==> src/hw/rtl/mbf_pkg.sv <==
package mbf_pkg;

    // Defaults
    localparam int unsigned QUEUE_DEPTH     = 2;
    localparam logic [7:0]  CHUNK_LEN_RESET = 8'd128;
    localparam logic [7:0]  CHUNK_LEN_MIN   = 8'd2;

    // MIDI byte classes
    localparam logic [7:0] STATUS_MIN   = 8'h80;
    localparam logic [7:0] PROG_MIN     = 8'hC0;
    localparam logic [7:0] PRESS_MAX    = 8'hDF;
    localparam logic [7:0] SYSEX_START  = 8'hF0;
    localparam logic [7:0] MTC_QFRAME   = 8'hF1;
    localparam logic [7:0] SONG_POS     = 8'hF2;
    localparam logic [7:0] SONG_SEL     = 8'hF3;
    localparam logic [7:0] SYSEX_END    = 8'hF7;
    localparam logic [7:0] REALTIME_MIN = 8'hF8;

    typedef enum logic [1:0] {
        KIND_SHORT      = 2'd0,
        KIND_SYSEX_BYTE = 2'd1,
        KIND_CHUNK_END  = 2'd2
    } kind_t;

    // One result word
    typedef struct packed {
        kind_t       kind;
        logic [1:0]  count;
        logic [7:0]  byte0;
        logic [7:0]  byte1;
        logic [7:0]  byte2;
        logic        trunc;
    } result_t;

    // Front-to-back command: one or two results caused by one input word
    typedef struct packed {
        logic    two;
        result_t first;
        result_t second;
    } cmd_t;

    function automatic result_t make_result(
        input kind_t      kind,
        input logic [1:0] count,
        input logic [7:0] b0,
        input logic [7:0] b1,
        input logic [7:0] b2,
        input logic       trunc
    );
        result_t r;
        r.kind  = kind;
        r.count = count;
        r.byte0 = b0;
        r.byte1 = b1;
        r.byte2 = b2;
        r.trunc = trunc;
        return r;
    endfunction

endpackage

==> src/hw/rtl/mbf_front.sv <==
module mbf_front (
    input  logic            aclk,
    input  logic            aresetn,
    input  logic            cfg_wr_en,
    input  logic [7:0]      cfg_wr_data,
    input  logic            in_accept,
    input  logic [7:0]      in_byte,
    output logic            cmd_valid,
    output mbf_pkg::cmd_t   cmd
);

    logic [7:0]      chunk_len_reg;
    logic [7:0]      remain_reg,   remain_next;
    logic [7:0]      status_reg,   status_next;
    logic [7:0]      run_len_reg,  run_len_next;
    logic [2:0][7:0] held_reg,     held_next;
    logic [1:0]      held_cnt_reg, held_cnt_next;

    logic [7:0]        eff_len;
    logic [1:0]        n_res;
    mbf_pkg::result_t  res0, res1;

    // Chunk lengths below two act as two
    assign eff_len = (chunk_len_reg < mbf_pkg::CHUNK_LEN_MIN) ? mbf_pkg::CHUNK_LEN_MIN
                                                              : chunk_len_reg;

    // Classify the byte, update parser state, build up to two results
    always_comb begin
        logic              stop;
        logic              flush;
        mbf_pkg::result_t  item;
        remain_next   = remain_reg;
        status_next   = status_reg;
        run_len_next  = run_len_reg;
        held_next     = held_reg;
        held_cnt_next = held_cnt_reg;
        n_res         = 2'd0;
        res0          = '0;
        res1          = '0;
        stop          = 1'b0;
        flush         = 1'b0;
        item          = '0;

        // Byte arriving inside a pending message or chunk
        if (remain_reg != 8'd0) begin
            if (in_byte < mbf_pkg::REALTIME_MIN) begin
                if (in_byte >= mbf_pkg::STATUS_MIN) begin
                    if (status_reg == mbf_pkg::SYSEX_START &&
                        in_byte == mbf_pkg::SYSEX_END) begin
                        res0 = mbf_pkg::make_result(mbf_pkg::KIND_SYSEX_BYTE, 2'd1,
                                                    in_byte, 8'd0, 8'd0, 1'b0);
                        res1 = mbf_pkg::make_result(mbf_pkg::KIND_CHUNK_END, 2'd0,
                                                    8'd0, 8'd0, 8'd0, 1'b0);
                        n_res       = 2'd2;
                        status_next = 8'd0;
                        remain_next = 8'd0;
                        stop        = 1'b1;
                    end else begin
                        flush = 1'b1;
                    end
                end
            end else if (status_reg != mbf_pkg::SYSEX_START) begin
                // real-time inside a short message: send now, keep the message
                res0  = mbf_pkg::make_result(mbf_pkg::KIND_SHORT, 2'd1,
                                             in_byte, 8'd0, 8'd0, 1'b0);
                n_res = 2'd1;
                stop  = 1'b1;
            end else begin
                flush = 1'b1;
            end
        end

        // Cut the pending message or chunk short
        if (flush) begin
            if (status_reg == mbf_pkg::SYSEX_START) begin
                res0 = mbf_pkg::make_result(mbf_pkg::KIND_CHUNK_END, 2'd0,
                                            8'd0, 8'd0, 8'd0, 1'b1);
            end else begin
                res0 = mbf_pkg::make_result(mbf_pkg::KIND_SHORT, held_cnt_reg,
                                            held_reg[0], held_reg[1], held_reg[2], 1'b1);
            end
            held_next     = '0;
            held_cnt_next = 2'd0;
            n_res         = 2'd1;
            remain_next   = 8'd0;
        end

        // Start of a new message
        if (!stop && remain_next == 8'd0) begin
            if (in_byte >= mbf_pkg::SYSEX_START) begin
                if (in_byte < mbf_pkg::REALTIME_MIN) begin
                    status_next  = 8'd0;
                    run_len_next = 8'd0;
                end
                if (in_byte == mbf_pkg::SYSEX_START) begin
                    remain_next  = eff_len;
                    status_next  = mbf_pkg::SYSEX_START;
                    run_len_next = eff_len;
                end else if (in_byte == mbf_pkg::MTC_QFRAME ||
                             in_byte == mbf_pkg::SONG_SEL) begin
                    remain_next = 8'd2;
                end else if (in_byte == mbf_pkg::SONG_POS) begin
                    remain_next = 8'd3;
                end else begin
                    remain_next = 8'd1;
                end
            end else if (in_byte >= mbf_pkg::STATUS_MIN) begin
                status_next  = in_byte;
                remain_next  = (in_byte < mbf_pkg::PROG_MIN || in_byte > mbf_pkg::PRESS_MAX)
                               ? 8'd3 : 8'd2;
                run_len_next = remain_next;
            end else if (status_next != 8'd0) begin
                // running status: data only
                remain_next = (run_len_next < 8'd2) ? 8'd1 : run_len_next - 8'd1;
            end else begin
                // data with no running status is dropped
                stop = 1'b1;
            end
        end

        // Consume the byte
        if (!stop) begin
            remain_next = remain_next - 8'd1;
            if (status_next == mbf_pkg::SYSEX_START && in_byte < mbf_pkg::REALTIME_MIN) begin
                item = mbf_pkg::make_result(mbf_pkg::KIND_SYSEX_BYTE, 2'd1,
                                            in_byte, 8'd0, 8'd0, 1'b0);
                if (n_res == 2'd0) res0 = item;
                else               res1 = item;
                n_res = n_res + 2'd1;
                if (remain_next == 8'd0) begin
                    item = mbf_pkg::make_result(mbf_pkg::KIND_CHUNK_END, 2'd0,
                                                8'd0, 8'd0, 8'd0, 1'b0);
                    if (n_res == 2'd0) res0 = item;
                    else               res1 = item;
                    n_res = n_res + 2'd1;
                end
            end else begin
                if (held_cnt_next != 2'd3) begin
                    held_next[held_cnt_next] = in_byte;
                    held_cnt_next            = held_cnt_next + 2'd1;
                end
                if (remain_next == 8'd0) begin
                    item = mbf_pkg::make_result(mbf_pkg::KIND_SHORT, held_cnt_next,
                                                held_next[0], held_next[1], held_next[2],
                                                1'b0);
                    if (n_res == 2'd0) res0 = item;
                    else               res1 = item;
                    n_res         = n_res + 2'd1;
                    held_next     = '0;
                    held_cnt_next = 2'd0;
                end
            end
        end
    end

    assign cmd_valid  = in_accept && (n_res != 2'd0);
    assign cmd.two    = (n_res == 2'd2);
    assign cmd.first  = res0;
    assign cmd.second = res1;

    // Parser state and config register
    always_ff @(posedge aclk) begin
        if (!aresetn) begin
            chunk_len_reg <= mbf_pkg::CHUNK_LEN_RESET;
            remain_reg    <= 8'd0;
            status_reg    <= 8'd0;
            run_len_reg   <= 8'd1;
            held_reg      <= '0;
            held_cnt_reg  <= 2'd0;
        end else begin
            if (cfg_wr_en) begin
                chunk_len_reg <= cfg_wr_data;
            end
            if (in_accept) begin
                remain_reg   <= remain_next;
                status_reg   <= status_next;
                run_len_reg  <= run_len_next;
                held_reg     <= held_next;
                held_cnt_reg <= held_cnt_next;
            end
        end
    end

    // Nothing is held once no message is pending
    a_idle_empty: assert property (@(posedge aclk) disable iff (!aresetn)
        (remain_reg == 8'd0) |-> (held_cnt_reg == 2'd0))
        else $error("held bytes left with no pending message");

    // Held bytes only build up outside sysex
    a_sysex_no_held: assert property (@(posedge aclk) disable iff (!aresetn)
        (status_reg == mbf_pkg::SYSEX_START) |-> (held_cnt_reg == 2'd0))
        else $error("held bytes during sysex");

endmodule

==> src/hw/rtl/mbf_queue.sv <==
module mbf_queue #(
    parameter int unsigned DEPTH = mbf_pkg::QUEUE_DEPTH
) (
    input  logic            aclk,
    input  logic            aresetn,
    input  logic            push,
    input  mbf_pkg::cmd_t   push_data,
    output logic            full,
    input  logic            pop,
    output mbf_pkg::cmd_t   pop_data,
    output logic            not_empty
);

    localparam int unsigned PTR_W = (DEPTH > 1) ? $clog2(DEPTH) : 1;
    localparam int unsigned CNT_W = $clog2(DEPTH + 1);
    localparam logic [PTR_W-1:0] LAST_PTR = PTR_W'(DEPTH - 1);
    localparam logic [CNT_W-1:0] FULL_CNT = CNT_W'(DEPTH);

    mbf_pkg::cmd_t    slot_reg [DEPTH];
    logic [PTR_W-1:0] wr_ptr_reg, wr_ptr_next;
    logic [PTR_W-1:0] rd_ptr_reg, rd_ptr_next;
    logic [CNT_W-1:0] count_reg,  count_next;

    assign full      = (count_reg == FULL_CNT);
    assign not_empty = (count_reg != '0);
    assign pop_data  = slot_reg[rd_ptr_reg];

    // Pointer wrap and fill level
    always_comb begin
        wr_ptr_next = wr_ptr_reg;
        rd_ptr_next = rd_ptr_reg;
        count_next  = count_reg;
        if (push) begin
            wr_ptr_next = (wr_ptr_reg == LAST_PTR) ? '0 : wr_ptr_reg + 1'b1;
        end
        if (pop) begin
            rd_ptr_next = (rd_ptr_reg == LAST_PTR) ? '0 : rd_ptr_reg + 1'b1;
        end
        if (push && !pop) begin
            count_next = count_reg + 1'b1;
        end else if (pop && !push) begin
            count_next = count_reg - 1'b1;
        end
    end

    always_ff @(posedge aclk) begin
        if (!aresetn) begin
            wr_ptr_reg <= '0;
            rd_ptr_reg <= '0;
            count_reg  <= '0;
        end else begin
            wr_ptr_reg <= wr_ptr_next;
            rd_ptr_reg <= rd_ptr_next;
            count_reg  <= count_next;
        end
    end

    // Storage
    always_ff @(posedge aclk) begin
        if (push) begin
            slot_reg[wr_ptr_reg] <= push_data;
        end
    end

    a_no_overflow: assert property (@(posedge aclk) disable iff (!aresetn)
        !(push && count_reg == FULL_CNT))
        else $error("queue written while full");

    a_no_underflow: assert property (@(posedge aclk) disable iff (!aresetn)
        !(pop && count_reg == '0))
        else $error("queue read while empty");

endmodule

==> src/hw/rtl/mbf_back.sv <==
module mbf_back (
    input  logic               aclk,
    input  logic               aresetn,
    input  logic               q_valid,
    input  mbf_pkg::cmd_t      q_data,
    output logic               q_pop,
    output logic               out_valid,
    input  logic               out_ready,
    output mbf_pkg::result_t   out_res,
    output logic               out_last
);

    logic              out_valid_reg, out_valid_next;
    mbf_pkg::result_t  out_res_reg,   out_res_next;
    logic              out_last_reg,  out_last_next;
    logic              pend_reg,      pend_next;
    mbf_pkg::result_t  pend_res_reg,  pend_res_next;
    logic              out_free;

    assign out_free = !out_valid_reg || out_ready;
    assign q_pop    = out_free && !pend_reg && q_valid;

    // Output register: second result of a pair goes first, then the queue head
    always_comb begin
        out_valid_next = out_valid_reg;
        out_res_next   = out_res_reg;
        out_last_next  = out_last_reg;
        pend_next      = pend_reg;
        pend_res_next  = pend_res_reg;
        if (out_free) begin
            if (pend_reg) begin
                out_valid_next = 1'b1;
                out_res_next   = pend_res_reg;
                out_last_next  = 1'b1;
                pend_next      = 1'b0;
            end else if (q_valid) begin
                out_valid_next = 1'b1;
                out_res_next   = q_data.first;
                out_last_next  = !q_data.two;
                pend_next      = q_data.two;
                pend_res_next  = q_data.second;
            end else begin
                out_valid_next = 1'b0;
            end
        end
    end

    always_ff @(posedge aclk) begin
        if (!aresetn) begin
            out_valid_reg <= 1'b0;
            pend_reg      <= 1'b0;
        end else begin
            out_valid_reg <= out_valid_next;
            pend_reg      <= pend_next;
        end
    end

    // Payload
    always_ff @(posedge aclk) begin
        out_res_reg  <= out_res_next;
        out_last_reg <= out_last_next;
        pend_res_reg <= pend_res_next;
    end

    assign out_valid = out_valid_reg;
    assign out_res   = out_res_reg;
    assign out_last  = out_last_reg;

    a_pend_has_first: assert property (@(posedge aclk) disable iff (!aresetn)
        pend_reg |-> (out_valid_reg && !out_last_reg))
        else $error("second result pending without a non-final first");

    a_pop_loads: assert property (@(posedge aclk) disable iff (!aresetn)
        q_pop |=> out_valid_reg)
        else $error("popped command not loaded");

endmodule

==> src/hw/rtl/midi_byte_stream_message_framer_top.sv <==
// An accepted input word goes through the command queue and the output register to
// m_tvalid. One input word per cycle while the queue is not full; a word with two
// results sends them in turn, as the output register sends one result per cycle.
// A 2-entry command queue lets input keep flowing while the output stalls.
// Reset: synchronous, active-low aresetn; no running status, no pending message,
// chunk length 128, queue and output register empty.
module midi_byte_stream_message_framer_top #(
    parameter int unsigned QUEUE_DEPTH = mbf_pkg::QUEUE_DEPTH
) (
    input  logic        aclk,
    input  logic        aresetn,
    input  logic        cfg_wr_en,
    input  logic [7:0]  cfg_wr_data,   // sysex_chunk_len
    input  logic        s_tvalid,
    output logic        s_tready,
    input  logic [7:0]  s_tdata,       // [7:0] midi_byte
    output logic        m_tvalid,
    input  logic        m_tready,
    output logic [31:0] m_tdata,       // [1:0] byte_count, [9:2] first_byte,
                                       // [17:10] second_byte, [25:18] third_byte,
                                       // [26] was_truncated, [31:27] zero
    output logic [1:0]  m_tuser,       // [1:0] result_kind
    output logic        m_tlast        // last_of_run
);

    logic              in_accept;
    logic              cmd_valid;
    mbf_pkg::cmd_t     cmd;
    logic              q_full;
    logic              q_valid;
    logic              q_pop;
    mbf_pkg::cmd_t     q_data;
    mbf_pkg::result_t  out_res;

    assign s_tready  = !q_full;
    assign in_accept = s_tvalid && s_tready;

    mbf_front u_front (
        .aclk        (aclk),
        .aresetn     (aresetn),
        .cfg_wr_en   (cfg_wr_en),
        .cfg_wr_data (cfg_wr_data),
        .in_accept   (in_accept),
        .in_byte     (s_tdata),
        .cmd_valid   (cmd_valid),
        .cmd         (cmd)
    );

    mbf_queue #(
        .DEPTH (QUEUE_DEPTH)
    ) u_queue (
        .aclk      (aclk),
        .aresetn   (aresetn),
        .push      (cmd_valid),
        .push_data (cmd),
        .full      (q_full),
        .pop       (q_pop),
        .pop_data  (q_data),
        .not_empty (q_valid)
    );

    mbf_back u_back (
        .aclk      (aclk),
        .aresetn   (aresetn),
        .q_valid   (q_valid),
        .q_data    (q_data),
        .q_pop     (q_pop),
        .out_valid (m_tvalid),
        .out_ready (m_tready),
        .out_res   (out_res),
        .out_last  (m_tlast)
    );

    // Pack the result word
    assign m_tdata = {5'd0, out_res.trunc, out_res.byte2, out_res.byte1,
                      out_res.byte0, out_res.count};
    assign m_tuser = out_res.kind;

endmodule
==> config.mk <==
export PLATFORM = sky130hd
export DESIGN_NAME = midi_byte_stream_message_framer_top
export DESIGN_NICKNAME = d
export VERILOG_FILES = /design/src/hw/rtl/mbf_pkg.sv /design/src/hw/rtl/mbf_front.sv /design/src/hw/rtl/mbf_queue.sv /design/src/hw/rtl/mbf_back.sv /design/src/hw/rtl/midi_byte_stream_message_framer_top.sv
export SDC_FILE = /design/constraint.sdc
export NUM_CORES = 1
export LEC_CHECK = 0
export ABC_AREA = 0
export BUFFER_PORTS_ARGS = -buffer_cell sky130_fd_sc_hd__buf_2
export CAP_MARGIN = 20
export CORE_MARGIN = 2
export CORE_UTILIZATION = 50
export CTS_CLUSTER_SIZE = 24
export DETAILED_ROUTE_END_ITERATION = 10
export PLACE_DENSITY = 0.78
export SLEW_MARGIN = 20
export SYNTH_ARGS = -nofsm -noshare
export SYNTH_HDL_FRONTEND = slang
export SYNTH_HIERARCHICAL = 1
export SYNTH_SLANG_ARGS = --single-unit
==> constraint.sdc <==
create_clock -name aclk -period 11 [get_ports aclk]
set_input_delay 2.2 -clock aclk [delete_from_list [all_inputs] [get_ports aclk]]
set_output_delay 2.2 -clock aclk [all_outputs]
set_load 0.03 [all_outputs]
==> key figures <==
Setup path
  – CP Data Required Time: 11140 ps
  – FF-to-FF End: u_queue/slot_reg[1][5]
  – Crit start category: input pin
  – Worst reg2reg path depth: 14
  – Worst Path Arrival: 6580 ps
  – CP max FO: 59
  – Crit-path cells: buf_2, nand4_1, nor2_1, o211a_1, nor3_1, o21ai_0, inv_1, ha_1, inv_1, a221o_1, nand4_1, nand3_4, o21ai_2, xnor2_1, o221a_2, and2_2, buf_4
  – Beginning of the critical path: s_tdata[7]
  – R2R setup slack: ~5900 ps
  – Crit Path Category: input pin to register
  – CP max-delay cell: buf_4
  – Crit end category: register
  – CP max stage delay: ~600 ps
  – Critical Path Sink: u_queue/slot_reg[1][5]
  – Critical R2R Launch: u_front/status_reg[0]

CTS
  – Clk sinks: 242
  – Number of CTS-inserted buffers: 26
  – CTS tree: built
  – Clock Path Buffers: 3
  – Clock transition at path regs: about 60 ps
  – CTS H-tree depth: 1
  – Postcts setup bufs: 0
  – Root cell of the clock tree: clkbuf_16
  – Resized Gates After CTS: 0
  – Worst skew pair latency: ~530 ps
  – Hold_buf cts: 0

Global routing
  – Global Route Usage Sum: 0.197
  – Vias in the first global route: just under 8000
  – Total gr overflow: 0
  – Antenna violations before repair: 0
  – Largest net degree at the start of global routing: 61
  – First-pass GRT wire length: 40900 um

Final layout
  – Register area: 0.00662 mm2
  – Max reg flops: 118
  – Area of the multi-input gates: 0.00501 mm2
  – P&R area growth vs syn: 11.3%
  – Share of layout cells above drive strength 1: 0.239
  – Final #Nets: 1042
  – N_diodes: 0
  – Fill cell count: roughly 1900

Placed design
  – PortBufs: between 50 and 60
  – Hpwl dp: about 17000 um
  – RD Place Congestion: about 0.9

Routing
  – DRT Pass-1 Iters: 9
  – Via/cell ratio: ~5.9
  – WL/cell: between 15 and 20 um
  – DRC marker count from the first detailed-route iteration: roughly 800
  – ANT nets after route: 0
  – DRC Markers: 0
  – Vias: roughly 8000
  – Final WL: approximately 26000 um

Floorplanning
  – Die area: 0.0254 mm2
  – Die width: approximately 160 um
  – Top Ports: 58
  – Row count: 56
  – Core area: 0.0236 mm2
  – Die H: approximately 160 um
  – Starting Density: 0.511

Yosys
  – Synth warn: 6
  – Seq/Total Area, Yosys: 0.548
  – Top-area cell type share of the netlist area: 0.440
  – Syn_area_per_cell: around 12 um2
  – Most used DFF post-synth: edfxtp_1
  – Async SR Flop Fraction: 0
  – Post-Syn Area: between 0.01 and 0.015 mm2
  – Mapped Cells: about 1000
  – Yosys top cell by area: edfxtp_1
  – Area contributors post-synth: edfxtp_1 44%, dfxtp_1 11%, mux2_2 5.2%
  – Number of synthesized register bits: about 240
  – Synth unique cells: between 80 and 90
  – Number of enable flip-flop cells after synthesis: 177

Flow run
  – Max-Cap Viols: 0

Timing
  – Hold Vio Cnt, Final: 0
  – Worst slew pin tran: ~1200 ps
  – Max Fclk: about 160 MHz
  – TNS Setup: 0 ps
  – RSZ-0062 raised after global routing: false
  – Worst Skew: between 20 and 30 ps
  – Slew Limit Fails: 0
  – Slew HR: 0.226
  – Setup violators final: 0
  – Minimum clock period: about 6400 ps
  – Worst Hold Slack: 482 ps
  – Final worst-path cycle share: 0.585

Power
  – Cell Pwr Density: 283 mW/mm2
  – Final Total Pwr: 3800 uW
  – Leak: 0.00499 uW
  – Max VDD drop: 0.123 mV

Outcome
  – Outcome: finished, final reports clean

Min path
  – Worst min path class: register to register
## cell usage after synthesis, drive strengths merged (9+ instances only)
cell and instances:
edfxtp 177, mux2 104, nand2 82, dfxtp 65, nand3 55, nor2 49, mux2i 44, buf 34
clkbuf 34, a21oi 31, o21ai 30, a22o 29, nor3 27, nor2b 25, inv 24, and2 16
nand4 13, xor2 10, xnor2 9
## cells by family (layout without fill, tap and decap cells)
kind of cell | count (synthesis) | in the layout | synth area share
muxes | 148 | 148 | 0.144
and+or+nand+nor | 313 | 313 | 0.143
adders and majority gates | 7 | 7 | 0.00726
AOI/OAI and AO/OA | 161 | 161 | 0.104
other | 2 | 6 | 0.000622
buffers and inverters | 93 | 138 | 0.0395
DFF | 242 | 242 | 0.548
xor gates and xnor gates | 19 | 19 | 0.0138
## routing by layer
layer,up-vias,GRT usage,wire [um]
li1,3756,-,-
met2,371,0.327,12200
met5,-,0,0
met3,84,0.0281,1850
met4,0,0.0640,780
met1,3794,0.267,11100
## power breakdown
| part | internal (uW) | total [uW] | switching, uW |
|---|---|---|---|
| clock network | 584 | 946 | 362 |
| logic | 545 | 1430 | 882 |
| registers | 1340 | 1430 | 89.1 |
## metrics by stage
stage | util | cells | area (um2) | setup WS [ps]
floorplan | - | 989 | 12100 | 2750
global placement | 0.529 | 1305 | 12500 | 4270
detailed placement | 0.529 | 1305 | 12500 | 4110
CTS | 0.569 | 1353 | 13400 | 4640
global route | 0.569 | 1353 | 13400 | 4280
finish | 0.569 | 1353 | 13400 | 4560
## critical path: cells and delay by family
family	cells	cell delay (ps)
AO/OA/AOI/OAI	5	1190
buffers and inverters	4	1140
adder cells (fa/ha/maj)	1	250
XOR/XNOR	1	250
AND/OR/NAND/NOR	6	1450
## cell usage in the layout, fill, tap and decap left out, types with 29 or more instances in the layout
cell / instances
a21oi_1: 30
a22o_1: 29
buf_2: 52
dfxtp_1: 63
edfxtp_1: 177
mux2_2: 56
mux2_4: 33
mux2i_1: 44
nand2_1: 82
nand3_1: 53
nor2_1: 48
## worst min path at each step
stage | slack, ps | end | cells after the start | from
floorplan | 440 | u_front/held_reg[3] | 2 | u_front/held_reg[3]
global placement | 450 | u_front/held_reg[6] | 2 | u_front/held_reg[6]
detailed placement | 460 | u_front/held_reg[3] | 2 | u_front/held_reg[3]
CTS | 480 | u_front/held_reg[3] | 2 | u_front/held_reg[3]
global route | 500 | u_front/held_reg[3] | 2 | u_front/held_reg[3]
finish | 480 | u_front/held_reg[0] | 2 | u_front/held_reg[0]
## final cells by class
type	instances	share of cell area
Inverter	25	0.00699
Clock buffer	33	0.0565
Tap cell	319	0.0297
Clock inverter	15	0.0144
Timing Repair Buffer	65	0.0266
Sequential cell	242	0.493
Multi-Input combinational cell	654	0.373
(Power assumes the default switching activity.)
